==> src/hdl/ctp_pkg.sv <==
package ctp_pkg;

  // Register field widths
  localparam int GAIN_W     = 10;
  localparam int THROTTLE_W = 8;
  localparam int CFG_DATA_W = 10;
  localparam int CFG_IDX_W  = 3;

  // Register indexes
  localparam logic [CFG_IDX_W-1:0] REG_PROP_GAIN    = 3'd0;
  localparam logic [CFG_IDX_W-1:0] REG_INTEG_GAIN   = 3'd1;
  localparam logic [CFG_IDX_W-1:0] REG_DERIV_GAIN   = 3'd2;
  localparam logic [CFG_IDX_W-1:0] REG_RAMP_STEP    = 3'd3;
  localparam logic [CFG_IDX_W-1:0] REG_THROTTLE_MAX = 3'd4;

  // Reset values
  localparam logic [GAIN_W-1:0]     PROP_GAIN_RST    = 10'd100;
  localparam logic [GAIN_W-1:0]     INTEG_GAIN_RST   = 10'd1;
  localparam logic [GAIN_W-1:0]     DERIV_GAIN_RST   = 10'd5;
  localparam logic [THROTTLE_W-1:0] RAMP_STEP_RST    = 8'd2;
  localparam logic [THROTTLE_W-1:0] THROTTLE_MAX_RST = 8'd80;

  typedef struct packed {
    logic [GAIN_W-1:0]     prop_gain;
    logic [GAIN_W-1:0]     integ_gain;
    logic [GAIN_W-1:0]     deriv_gain;
    logic [THROTTLE_W-1:0] ramp_step;
    logic [THROTTLE_W-1:0] throttle_max;
  } cfg_t;

endpackage

==> src/hdl/ctp_if.sv <==
interface ctp_in_if #(
  parameter int SPEED_WIDTH = 11
);
  logic                   valid;
  logic                   ready;
  logic                   brake_pressed;
  logic                   gas_pressed;
  logic                   cruise_on;
  logic [SPEED_WIDTH-1:0] speed;
  logic [SPEED_WIDTH-1:0] target_speed;

  modport source (
    output valid, brake_pressed, gas_pressed, cruise_on, speed, target_speed,
    input  ready
  );
  modport sink (
    input  valid, brake_pressed, gas_pressed, cruise_on, speed, target_speed,
    output ready
  );
endinterface

interface ctp_out_if;
  logic                            valid;
  logic                            ready;
  logic [ctp_pkg::THROTTLE_W-1:0]  throttle;

  modport source (
    output valid, throttle,
    input  ready
  );
  modport sink (
    input  valid, throttle,
    output ready
  );
endinterface

==> src/hdl/ctp_cfg_regs.sv <==
module ctp_cfg_regs (
  input  logic                           clk,
  input  logic                           rst_n,
  input  logic                           cfg_we,
  input  logic [ctp_pkg::CFG_IDX_W-1:0]  cfg_index,
  input  logic [ctp_pkg::CFG_DATA_W-1:0] cfg_data,
  output ctp_pkg::cfg_t                  cfg
);
  import ctp_pkg::*;

  cfg_t cfg_r;

  // Decode the write; unknown indexes are dropped
  always_ff @(posedge clk) begin
    if (!rst_n) begin
      cfg_r.prop_gain    <= PROP_GAIN_RST;
      cfg_r.integ_gain   <= INTEG_GAIN_RST;
      cfg_r.deriv_gain   <= DERIV_GAIN_RST;
      cfg_r.ramp_step    <= RAMP_STEP_RST;
      cfg_r.throttle_max <= THROTTLE_MAX_RST;
    end else if (cfg_we) begin
      unique case (cfg_index)
        REG_PROP_GAIN:    cfg_r.prop_gain    <= cfg_data[GAIN_W-1:0];
        REG_INTEG_GAIN:   cfg_r.integ_gain   <= cfg_data[GAIN_W-1:0];
        REG_DERIV_GAIN:   cfg_r.deriv_gain   <= cfg_data[GAIN_W-1:0];
        REG_RAMP_STEP:    cfg_r.ramp_step    <= cfg_data[THROTTLE_W-1:0];
        REG_THROTTLE_MAX: cfg_r.throttle_max <= cfg_data[THROTTLE_W-1:0];
        default: ;
      endcase
    end
  end

  assign cfg = cfg_r;

endmodule

==> src/hdl/ctp_pid.sv <==
module ctp_pid #(
  parameter int SPEED_WIDTH    = 11,
  parameter int INTEGRAL_WIDTH = 32
) (
  input  ctp_pkg::cfg_t                        cfg,
  input  logic        [SPEED_WIDTH-1:0]        speed,
  input  logic        [SPEED_WIDTH-1:0]        target_speed,
  input  logic signed [INTEGRAL_WIDTH-1:0]     integral_in,
  input  logic signed [SPEED_WIDTH:0]          last_err_in,
  output logic signed [INTEGRAL_WIDTH-1:0]     integral_out,
  output logic signed [SPEED_WIDTH:0]          err_out,
  output logic        [ctp_pkg::THROTTLE_W-1:0] throttle
);
  import ctp_pkg::*;

  localparam int EW   = SPEED_WIDTH + 1;
  localparam int DW   = SPEED_WIDTH + 2;
  localparam int IW   = INTEGRAL_WIDTH;
  localparam int PPW  = GAIN_W + 1 + EW;
  localparam int IPW  = GAIN_W + 1 + IW;
  localparam int DPW  = GAIN_W + 1 + DW;
  localparam int SUMW = ((IPW > DPW) ? IPW : DPW) + 2;

  logic signed [EW-1:0]   err;
  logic signed [IW:0]     acc;
  logic signed [IW-1:0]   integ_sat;
  logic signed [DW-1:0]   deriv;
  logic signed [PPW-1:0]  p_prod;
  logic signed [IPW-1:0]  i_prod;
  logic signed [DPW-1:0]  d_prod;
  logic signed [SUMW-1:0] sum;
  logic signed [SUMW-1:0] max_ext;

  // Speed error
  assign err = $signed({1'b0, target_speed}) - $signed({1'b0, speed});

  // Accumulate and saturate the integral at the signed limits
  assign acc = $signed({integral_in[IW-1], integral_in})
             + $signed({{(IW + 1 - EW){err[EW-1]}}, err});

  always_comb begin
    if (acc[IW] != acc[IW-1]) begin
      integ_sat = acc[IW] ? $signed({1'b1, {(IW - 1){1'b0}}})
                          : $signed({1'b0, {(IW - 1){1'b1}}});
    end else begin
      integ_sat = acc[IW-1:0];
    end
  end

  // Error change since the last cruise tick
  assign deriv = $signed({err[EW-1], err}) - $signed({last_err_in[EW-1], last_err_in});

  // Weighted terms
  assign p_prod = $signed({1'b0, cfg.prop_gain})  * err;
  assign i_prod = $signed({1'b0, cfg.integ_gain}) * integ_sat;
  assign d_prod = $signed({1'b0, cfg.deriv_gain}) * deriv;

  assign sum = $signed({{(SUMW - PPW){p_prod[PPW-1]}}, p_prod})
             + $signed({{(SUMW - IPW){i_prod[IPW-1]}}, i_prod})
             + $signed({{(SUMW - DPW){d_prod[DPW-1]}}, d_prod});

  assign max_ext = $signed({{(SUMW - THROTTLE_W){1'b0}}, cfg.throttle_max});

  // Clamp to zero through the maximum
  always_comb begin
    if (sum < 0) begin
      throttle = '0;
    end else if (sum > max_ext) begin
      throttle = cfg.throttle_max;
    end else begin
      throttle = sum[THROTTLE_W-1:0];
    end
  end

  assign integral_out = integ_sat;
  assign err_out      = err;

endmodule

==> src/hdl/cruise_throttle_pid.sv <==
// Cruise throttle controller: one throttle command per control tick. A tick
// request is taken into a stage register, and its command is loaded into the
// output register when that register is empty or is being drained. One tick
// can be accepted every cycle while the output is not stalled. The PID
// datapath between the stage and output registers is combinational: the
// saturating integral add, three gain multipliers and the final clamp. Brake,
// then gas, then cruise set the mode; the integral and last error move only
// on cruise ticks. Write the gain registers only while no tick is in flight.
module cruise_throttle_pid #(
  parameter int SPEED_WIDTH    = 11,
  parameter int INTEGRAL_WIDTH = 32
) (
  input  logic                           clk,
  input  logic                           rst_n,
  ctp_in_if.sink                         in_req,
  ctp_out_if.source                      out_req,
  input  logic                           cfg_we,
  input  logic [ctp_pkg::CFG_IDX_W-1:0]  cfg_index,
  input  logic [ctp_pkg::CFG_DATA_W-1:0] cfg_data
);
  import ctp_pkg::*;

  cfg_t cfg;

  // Stage register
  logic                   s1_valid_r;
  logic                   s1_valid_nxt;
  logic                   s1_brake_r;
  logic                   s1_gas_r;
  logic                   s1_cruise_r;
  logic [SPEED_WIDTH-1:0] s1_speed_r;
  logic [SPEED_WIDTH-1:0] s1_target_r;

  // Controller state
  logic signed [INTEGRAL_WIDTH-1:0] integral_r;
  logic signed [INTEGRAL_WIDTH-1:0] integral_nxt;
  logic signed [SPEED_WIDTH:0]      last_err_r;
  logic signed [SPEED_WIDTH:0]      last_err_nxt;
  logic        [THROTTLE_W-1:0]     level_r;

  // Output register
  logic                  out_valid_r;
  logic                  out_valid_nxt;
  logic [THROTTLE_W-1:0] out_throttle_r;

  logic                  in_take;
  logic                  s1_adv;
  logic                  cruise_sel;
  logic [THROTTLE_W:0]   gas_sum;
  logic [THROTTLE_W-1:0] gas_throttle;
  logic [THROTTLE_W-1:0] pid_throttle;
  logic [THROTTLE_W-1:0] throttle_nxt;

  ctp_cfg_regs u_cfg (
    .clk       (clk),
    .rst_n     (rst_n),
    .cfg_we    (cfg_we),
    .cfg_index (cfg_index),
    .cfg_data  (cfg_data),
    .cfg       (cfg)
  );

  ctp_pid #(
    .SPEED_WIDTH    (SPEED_WIDTH),
    .INTEGRAL_WIDTH (INTEGRAL_WIDTH)
  ) u_pid (
    .cfg          (cfg),
    .speed        (s1_speed_r),
    .target_speed (s1_target_r),
    .integral_in  (integral_r),
    .last_err_in  (last_err_r),
    .integral_out (integral_nxt),
    .err_out      (last_err_nxt),
    .throttle     (pid_throttle)
  );

  // Handshake: advance the stage when the output register is free or drains
  assign s1_adv       = s1_valid_r && (!out_valid_r || out_req.ready);
  assign in_req.ready = !s1_valid_r || s1_adv;
  assign in_take      = in_req.valid && in_req.ready;

  assign s1_valid_nxt  = in_take ? 1'b1 : (s1_adv ? 1'b0 : s1_valid_r);
  assign out_valid_nxt = s1_adv ? 1'b1 : (out_req.ready ? 1'b0 : out_valid_r);

  // Gas ramp, capped at the maximum
  assign gas_sum      = {1'b0, level_r} + {1'b0, cfg.ramp_step};
  assign gas_throttle = (gas_sum > {1'b0, cfg.throttle_max}) ? cfg.throttle_max
                                                             : gas_sum[THROTTLE_W-1:0];

  // Select the mode by priority
  assign cruise_sel = !s1_brake_r && !s1_gas_r && s1_cruise_r;

  always_comb begin
    if (s1_brake_r) begin
      throttle_nxt = '0;
    end else if (s1_gas_r) begin
      throttle_nxt = gas_throttle;
    end else if (s1_cruise_r) begin
      throttle_nxt = pid_throttle;
    end else begin
      throttle_nxt = '0;
    end
  end

  // Control registers
  always_ff @(posedge clk) begin
    if (!rst_n) begin
      s1_valid_r  <= 1'b0;
      out_valid_r <= 1'b0;
      integral_r  <= '0;
      last_err_r  <= '0;
      level_r     <= '0;
    end else begin
      s1_valid_r  <= s1_valid_nxt;
      out_valid_r <= out_valid_nxt;
      if (s1_adv) begin
        level_r <= throttle_nxt;
        if (cruise_sel) begin
          integral_r <= integral_nxt;
          last_err_r <= last_err_nxt;
        end
      end
    end
  end

  // Payload registers: hold the request until it advances
  always_ff @(posedge clk) begin
    if (in_take) begin
      s1_brake_r  <= in_req.brake_pressed;
      s1_gas_r    <= in_req.gas_pressed;
      s1_cruise_r <= in_req.cruise_on;
      s1_speed_r  <= in_req.speed;
      s1_target_r <= in_req.target_speed;
    end
    if (s1_adv) begin
      out_throttle_r <= throttle_nxt;
    end
  end

  assign out_req.valid    = out_valid_r;
  assign out_req.throttle = out_throttle_r;

`ifndef SYNTH
  a_max_clamp: assert property (@(posedge clk) disable iff (!rst_n)
    s1_adv |=> out_throttle_r <= $past(cfg.throttle_max))
    else $error("throttle above maximum");

  a_brake_zero: assert property (@(posedge clk) disable iff (!rst_n)
    (s1_adv && s1_brake_r) |=> out_throttle_r == '0)
    else $error("brake tick gave nonzero throttle");

  a_state_hold: assert property (@(posedge clk) disable iff (!rst_n)
    (s1_adv && !cruise_sel) |=> ($stable(integral_r) && $stable(last_err_r)))
    else $error("PID state moved on a non-cruise tick");

  a_level_track: assert property (@(posedge clk) disable iff (!rst_n)
    out_valid_r |-> out_throttle_r == level_r)
    else $error("stored level differs from pending command");

  a_ready_empty: assert property (@(posedge clk) disable iff (!rst_n)
    !s1_valid_r |-> in_req.ready)
    else $error("stage empty but not ready");
`endif

endmodule
==> src/flat_wrapper.sv <==
// flat-port wrapper written by rule: the top's interface ports become plain ports
module cruise_throttle_pid_flat import ctp_pkg::*;
#(
  parameter int SPEED_WIDTH    = 11,
  parameter int INTEGRAL_WIDTH = 32
)
  (clk, rst_n, cfg_we, cfg_index, cfg_data, in_req_valid, in_req_brake_pressed, in_req_gas_pressed, in_req_cruise_on, in_req_speed, in_req_target_speed, in_req_ready, out_req_valid, out_req_throttle, out_req_ready);
  ctp_in_if #(.SPEED_WIDTH(SPEED_WIDTH)) in_req_i ();
  ctp_out_if out_req_i ();
  input  logic clk;
  input  logic rst_n;
  input  logic cfg_we;
  input  logic [ctp_pkg::CFG_IDX_W-1:0] cfg_index;
  input  logic [ctp_pkg::CFG_DATA_W-1:0] cfg_data;
  input wire logic [$bits(in_req_i.valid)-1:0] in_req_valid;
  input wire logic [$bits(in_req_i.brake_pressed)-1:0] in_req_brake_pressed;
  input wire logic [$bits(in_req_i.gas_pressed)-1:0] in_req_gas_pressed;
  input wire logic [$bits(in_req_i.cruise_on)-1:0] in_req_cruise_on;
  input wire logic [$bits(in_req_i.speed)-1:0] in_req_speed;
  input wire logic [$bits(in_req_i.target_speed)-1:0] in_req_target_speed;
  output wire logic [$bits(in_req_i.ready)-1:0] in_req_ready;
  output wire logic [$bits(out_req_i.valid)-1:0] out_req_valid;
  output wire logic [$bits(out_req_i.throttle)-1:0] out_req_throttle;
  input wire logic [$bits(out_req_i.ready)-1:0] out_req_ready;
  assign in_req_i.valid = in_req_valid;
  assign in_req_i.brake_pressed = in_req_brake_pressed;
  assign in_req_i.gas_pressed = in_req_gas_pressed;
  assign in_req_i.cruise_on = in_req_cruise_on;
  assign in_req_i.speed = in_req_speed;
  assign in_req_i.target_speed = in_req_target_speed;
  assign in_req_ready = in_req_i.ready;
  assign out_req_valid = out_req_i.valid;
  assign out_req_throttle = out_req_i.throttle;
  assign out_req_i.ready = out_req_ready;
  cruise_throttle_pid #(.SPEED_WIDTH(SPEED_WIDTH), .INTEGRAL_WIDTH(INTEGRAL_WIDTH)) u_core (.clk(clk), .rst_n(rst_n), .in_req(in_req_i), .out_req(out_req_i), .cfg_we(cfg_we), .cfg_index(cfg_index), .cfg_data(cfg_data));
endmodule
==> config.mk <==
export PLATFORM = sky130hd
export DESIGN_NAME = cruise_throttle_pid_flat
export DESIGN_NICKNAME = d
export VERILOG_FILES = /design/src/hdl/ctp_pkg.sv /design/src/hdl/ctp_if.sv /design/src/hdl/ctp_cfg_regs.sv /design/src/hdl/ctp_pid.sv /design/src/hdl/cruise_throttle_pid.sv /design/src/flat_wrapper.sv
export SDC_FILE = /design/constraint.sdc
export NUM_CORES = 2
export LEC_CHECK = 0
export BUFFER_PORTS_ARGS = -buffer_cell sky130_fd_sc_hd__buf_4
export CORE_UTILIZATION = 30
export CTS_BUF_LIST = sky130_fd_sc_hd__clkbuf_8 sky130_fd_sc_hd__clkbuf_16
export CTS_CLUSTER_DIAMETER = 120
export CTS_CLUSTER_SIZE = 12
export DETAILED_ROUTE_END_ITERATION = 10
export HOLD_SLACK_MARGIN = 0.03
export PLACE_DENSITY_LB_ADDON = 0.25
export SLEW_MARGIN = 20
export SYNTH_ARGS = -nofsm -noshare
export SYNTH_HDL_FRONTEND = slang
export SYNTH_HIERARCHICAL = 1
export SYNTH_SLANG_ARGS = --single-unit
==> constraint.sdc <==
create_clock -name clk -period 16.2 [get_ports clk]
set_input_delay 2.43 -clock clk [delete_from_list [all_inputs] [get_ports clk]]
set_output_delay 2.43 -clock clk [all_outputs]
set_load 0.01 [all_outputs]
After elaboration in Yosys (flattened, before gate mapping)
Cells that the tools add are included.
Storage, ports and cells
  bits in latches: 0
  memories kept: 0
  word-level logic and storage cells: 64
  bits in registers: 133
  ROM bits: 0
  memory bits (writable): 0
Cells by class
  div/mod/pow operators: 0
  eq/ne operators: 5
  add/subtract/negate cells: 6
  bitwise logic cells: 0
  shift operators: 0
  multiply operators: 3
  $lt $le $gt $ge: 3
  muxes and demuxes: 12
  reduce and logical (&&, ||, !) cells: 19
Operator list (count)
  2-to-1 mux 32 bit: 2
  2-to-1 mux 8 bit: 6
  adder 44 x 24 -> 45 bit: 1
  greater-than comparator 45 x 9 -> 1 bit: 1
  less-than comparator 45 x 1 -> 1 bit (second input constant): 1
  adder 23 x 43 -> 44 bit: 1
  multiplier 11 x 32 -> 43 bit: 1
  adder 32 x 12 -> 33 bit: 1
  multiplier 11 x 13 -> 24 bit: 1
  multiplier 11 x 12 -> 23 bit: 1
  subtractor 12 x 12 -> 13 bit: 1
  AND reduction 2 bit: 6
  subtractor 11 x 11 -> 12 bit: 1
  adder 8 x 8 -> 9 bit: 1
  greater-than comparator 9 x 8 -> 1 bit: 1
  equality test 3 x 2 -> 1 bit (second input constant): 2
  logical AND 1 bit: 4
  logical NOT 1 bit: 4
  2-to-1 mux 1 bit: 4
  nonzero test 2 bit: 2
  equality test 3 x 1 -> 1 bit (second input constant): 1
  equality test 3 bit (second input constant): 1
  logical NOT 3 bit: 1
  logical OR 1 bit: 2
  inequality test 1 bit: 1

Logic depth before layout (Yosys ltp)
  depth in word-level cells: 13
  gate-level depth with buffers: 64

Modules after synthesis
Netlist, hierarchy kept.
Modules (own cells, without submodules)
  ctp_pid: cells each 3082, area each 27426.3 um^2, sequential area each 0.0 um^2, times used 1
  cruise_throttle_pid: cells each 376, area each 3734.8 um^2, sequential area each 2072.0 um^2, times used 1
  ctp_cfg_regs: cells each 172, area each 1773.0 um^2, sequential area each 920.9 um^2, times used 1

Worst setup path after synthesis
No wires, ideal clock.
  path kind: register -> register
  start point: register u_core.s1_speed_r[1]
  end point: register u_core.level_r[5]
  slack: 2.713 ns
  cell stages (with the launch flop): 56
  buffers on the path: 5
  required time: 16.113 ns
  period minus slack after synthesis: 13.487 ns
  arrival: 13.400 ns
  cells stage by stage: edfxtp_1 -> inv_1 -> ha_1 -> nor2b_1 -> o21ai_0 -> a21boi_1 -> o21ai_0 -> a21boi_1 -> o21ai_0 -> a21boi_1 -> o21ai_0 -> nand2b_1 -> a31oi_1 -> clkbuf_1 -> ha_1 -> and4_1 -> nor2b_1 -> o211a_1 -> [20 not listed] -> fa_1 -> fa_1 -> ha_1 -> clkbuf_1 -> nand4_1 -> or3_1 -> nand2b_1 -> a21oi_1 -> a211oi_1 -> o41ai_1 -> xnor2_1 -> nand2_1 -> nor4_2 -> nand4_4 -> mux2i_1 -> a21oi_1 -> or2_2 -> o31ai_1
On the way
  word-level cells in the longest chain between the ends: 13
  elaborated cells between the ends (all ways): 18
RTL lines
  from (decl): RTL line cruise_throttle_pid.sv:31  | logic [SPEED_WIDTH-1:0] s1_speed_r;
  from (signal assigned): RTL line cruise_throttle_pid.sv:132  | s1_speed_r <= in_req.speed;
  subtractor 11 x 11 -> 12 bit *: RTL line ctp_pid.sv:35  | assign err = $signed({1'b0, target_speed}) - $signed({1'b0, speed});
  net u_core.last_err_nxt[11]: RTL line cruise_throttle_pid.sv:38  | logic signed [SPEED_WIDTH:0] last_err_nxt;
  adder 32 x 12 -> 33 bit *: RTL line ctp_pid.sv:39  | + $signed({{(IW + 1 - EW){err[EW-1]}}, err});
  2-to-1 mux 32 bit / inequality test 1 bit (equally long branches): RTL line ctp_pid.sv:43, ctp_pid.sv:42
  2-to-1 mux 32 bit *: RTL line ctp_pid.sv:42  | if (acc[IW] != acc[IW-1]) begin
  net u_core.integral_nxt[22]: RTL line cruise_throttle_pid.sv:36  | logic signed [INTEGRAL_WIDTH-1:0] integral_nxt;
  multiplier 11 x 32 -> 43 bit *: RTL line ctp_pid.sv:55  | assign i_prod = $signed({1'b0, cfg.integ_gain}) * integ_sat;
  adder 23 x 43 -> 44 bit *: RTL line ctp_pid.sv:59  | + $signed({{(SUMW - IPW){i_prod[IPW-1]}}, i_prod})
  adder 44 x 24 -> 45 bit *: RTL line ctp_pid.sv:60  | + $signed({{(SUMW - DPW){d_prod[DPW-1]}}, d_prod});
  greater-than comparator 45 x 9 -> 1 bit: RTL line ctp_pid.sv:68  | end else if (sum > max_ext) begin
  2-to-1 mux 8 bit: RTL line ctp_pid.sv:68
  2-to-1 mux 8 bit *: RTL line ctp_pid.sv:66  | if (sum < 0) begin
  net u_core.pid_throttle[5]: RTL line cruise_throttle_pid.sv:51  | logic [THROTTLE_W-1:0] pid_throttle;
  2-to-1 mux 8 bit *: RTL line cruise_throttle_pid.sv:98  | end else if (s1_cruise_r) begin
  2-to-1 mux 8 bit *: RTL line cruise_throttle_pid.sv:96  | end else if (s1_gas_r) begin
  2-to-1 mux 8 bit *: RTL line cruise_throttle_pid.sv:94  | if (s1_brake_r) begin
  to (signal assigned): RTL line cruise_throttle_pid.sv:117  | level_r <= throttle_nxt;
  to (decl): RTL line cruise_throttle_pid.sv:39  | logic [THROTTLE_W-1:0] level_r;
The timed path passes the listed nets; every way through them passes the cells marked *.
A chain may end at the register's enable or synchronous reset.

Worst setup path after layout
  start point: register u_core.s1_speed_r[0]
  end point: register u_core.level_r[5]
Same word-level chain as after synthesis.

==> summary.md <==
| Metric | Value |
|---|---|
| Clk_lat worst skew | 500 ps |
| CP required | 16620 ps |
| RePlAce Congestion | 0.849 |
| Max Slew Vio Count | 0 |
| Cell taking the most area after synthesis | fa_1 |
| Post-synth cell types | 84 |
| Largest net degree at the start of global routing | 62 |
| Clock H-tree levels | 4 |
| Die Span Y | 333 um |
| Chip width | 333 um |
| Initial antenna violation count | 7 |
| ANT nets after route | 0 |
| Area of the multi-input gates | 26500 um^2 |
| Setup TNS | 0 ps |
| Area grow syn2layout | 8.46% |
| Initial Util | 0.303 |
| Post-synthesis net count | 4638 |
| Root Buffer | clkbuf_16 |
| Max Cap Viol | 0 |
| Status | complete, no violations |
| Vias in the first global route | 25800 |
| Post_cts resized | 0 |
| Top-area cell type share of the netlist area | 0.427 |
| Critical Path Start Type | register |
| Synth Flop Type | dfxtp_1 |
| HP Class | reg2reg |
| FF+latch count, synth | 133 |
| Post-Route WL | 92000 um |
| Fill count | 11400 |
| Register Area | 3000 um^2 |
| Register area share after synthesis | 0.0909 |
| Syn Area/Cell | 9.07 um^2 |
| Achievable frequency | 67.0 MHz |
| Critical path fanouts, max | 13 |
| Residual DRC | 0 |
| Number of diodes | 0 |
| Top Ports | 53 |
| Crit path DAT | 15340 ps |
| GRT overflow | 0 |
| Cell Area, Synth | 32900 um^2 |
| HPWL Detailed | 76200 um |
| DIE AREA | 111000 um^2 |
| TritonCTS clock tree | built |
| Part of the cycle the worst path needs | 0.921 |
| Max Clock Skew | 23.5 ps |
| Post-synth EDFFs | 33 |
| First-pass GRT wire length | 150000 um |
| Final hold vios | 0 |
| Core Region | 109000 um^2 |
| DR vias/cell | 4.70 |
| DR vias | 23700 |
| # rows | 121 |
| Clock sinks | 133 |
| Routed wire per std cell | 18.2 um |
| Critical path endpoint category | register |
| Crit-path most repeated cell | fa_1 |
| Initial DRC Count | 1171 |
| Ys async rst share | 0 |
| Minimum clock period | 14920 ps |
| Slowest stage cell, crit path | xnor2_1 |
| WS Path Type | reg2reg |
| Clk slew on worst S/H paths | 70 ps |
| Ranking of synthesized cells by area | fa_1 (43%), ha_1 (10%), inv_1 (8.7%) |
| IO buf count | 52 |
| Ys Warns | 6 |
| All-layer global routing usage | 0.174 |
| RSZ-0062 raised after global routing | no |
| Final setup viols | 0 |
| Max Root-Sink Buffers | 2 |
| Hold-fix buffers, CTS | 0 |
| Post-CTS setup buffers | 0 |
| Slew Limit Headroom | 0.197 |
| Worst slew pin tran | 1200 ps |
| Largest stage delay, worst path | 570 ps |
| Mapped Cells | 3630 |
| Final nets | 4634 |
| First-pass DRT Iterations | 7 |
| CTS buffer count | 17 |
| Layout cell share with drive strength beyond 1 | 0.0558 |
-- stage by stage --
stage	instance area [um^2]	setup WS, ps	util	instances	hold slack [ps]
6_report	35700	1280	0.328	5053	462
5_1_grt	35700	184	0.328	5053	485
4_1_cts	35700	1240	0.328	5053	462
3_5_place_dp	35200	1330	0.323	5021	448
3_3_place_gp	35100	1440	0.323	5021	448
2_1_floorplan	32900	2710	-	3630	424
-- layer usage --
layer	GRT usage	part of all wire	vias to the layer above
met5	0	0	-
met4	0.0356	0.014	0
met3	0.0176	0.034	61
met2	0.294	0.49	415
met1	0.241	0.47	12100
li1	-	-	11100
-- kinds of logic (layout without fill, tap and decap cells) --
logic type                 Yosys count  in the layout  share of synthesized area
and+or+nand+nor                   1061           1061                      0.156
adders and majority gates          965            965                      0.527
buffers and inverters              919            928                      0.105
AOI/OAI and AO/OA                  422            422                     0.0834
DFF                                133            133                     0.0909
muxes                               66             66                     0.0203
xor gates and xnor gates            64             64                     0.0170
-- synth_stat cells, types with 18 or more instances --
master / count
a21o_1: 35
nor2_1: 75
xor2_1: 22
a21boi_0: 47
nor3_1: 31
dfxtp_1: 100
xnor2_1: 42
o21ai_1: 18
clkbuf_1: 137
mux2i_1: 62
nand2b_1: 23
edfxtp_1: 33
nor2b_1: 53
and2_1: 238
fa_1: 702
nand2_1: 547
a21oi_1: 98
ha_1: 263
inv_1: 764
o21ai_0: 81
-- area by class of cell --
type	instances	area share
Clock buffer	17	0.0119
Clock inverter	15	0.00396
Inverter	765	0.0804
Multi-Input combinational cell	2578	0.743
Sequential cell	133	0.0840
Tap cell	1414	0.0495
Timing Repair Buffer	131	0.0275
-- layout by cell type, fill, tap and decap left out, types with 16 or more instances in the layout --
cell | netlist | routed
o21ai_1 | 18 | 18
xnor2_1 | 42 | 42
nand4_1 | 17 | 17
dfxtp_1 | 100 | 95
nor2b_1 | 53 | 53
xor2_1 | 22 | 20
mux2i_1 | 62 | 62
a21oi_1 | 98 | 98
ha_1 | 263 | 263
o21ai_0 | 81 | 81
fa_1 | 702 | 702
and2_1 | 238 | 238
a21o_1 | 35 | 35
o31ai_1 | 17 | 17
edfxtp_1 | 33 | 33
nor3_1 | 31 | 31
nand2b_1 | 23 | 23
a21boi_0 | 47 | 47
nor2_1 | 75 | 71
clkbuf_16 | 0 | 17
inv_1 | 764 | 764
nand2_1 | 547 | 547
buf_4 | 1 | 131
o21a_1 | 16 | 16
-- state kept, by name, indices dropped and copies added, names as in the netlist --
| signal | count |
|---|---|
| u_core/s1_gas_r | 1 |
| u_core/integral_r | 32 |
| u_core/s1_target_r | 11 |
| u_core/level_r | 8 |
| u_core/out_req.throttle | 8 |
| u_core/s1_speed_r | 11 |
| u_core/out_req.valid | 1 |
| u_core/s1_valid_r | 1 |
| u_core/u_cfg/cfg | 46 |
| u_core/s1_cruise_r | 1 |
| u_core/s1_brake_r | 1 |
| u_core/last_err_r | 12 |
-- worst paths after layout --
check                                           from           endpoint  slack (ps)  cells past startpoint
worst min register to register     u_core/level_r[5]  u_core/level_r[5]         460                      2
worst min-delay path               u_core/level_r[5]  u_core/level_r[5]         460                      2
worst max register to register  u_core/s1_speed_r[0]  u_core/level_r[5]        1280                     55
worst max-delay path            u_core/s1_speed_r[0]  u_core/level_r[5]        1280                     55
-- critical path, delay by kind of cell, from the launching register on --
kind            cells  cell delay, ps
fa+ha+maj          13            5860
compound gates     19            3650
simple gates       14            3070
buf+inv             6             910
xor+xnor            2             740
flops               1             370
mux                 1             230
Power is not shown: default switching activity piles up to over one toggle a cycle in this logic, so the estimate is an artifact.
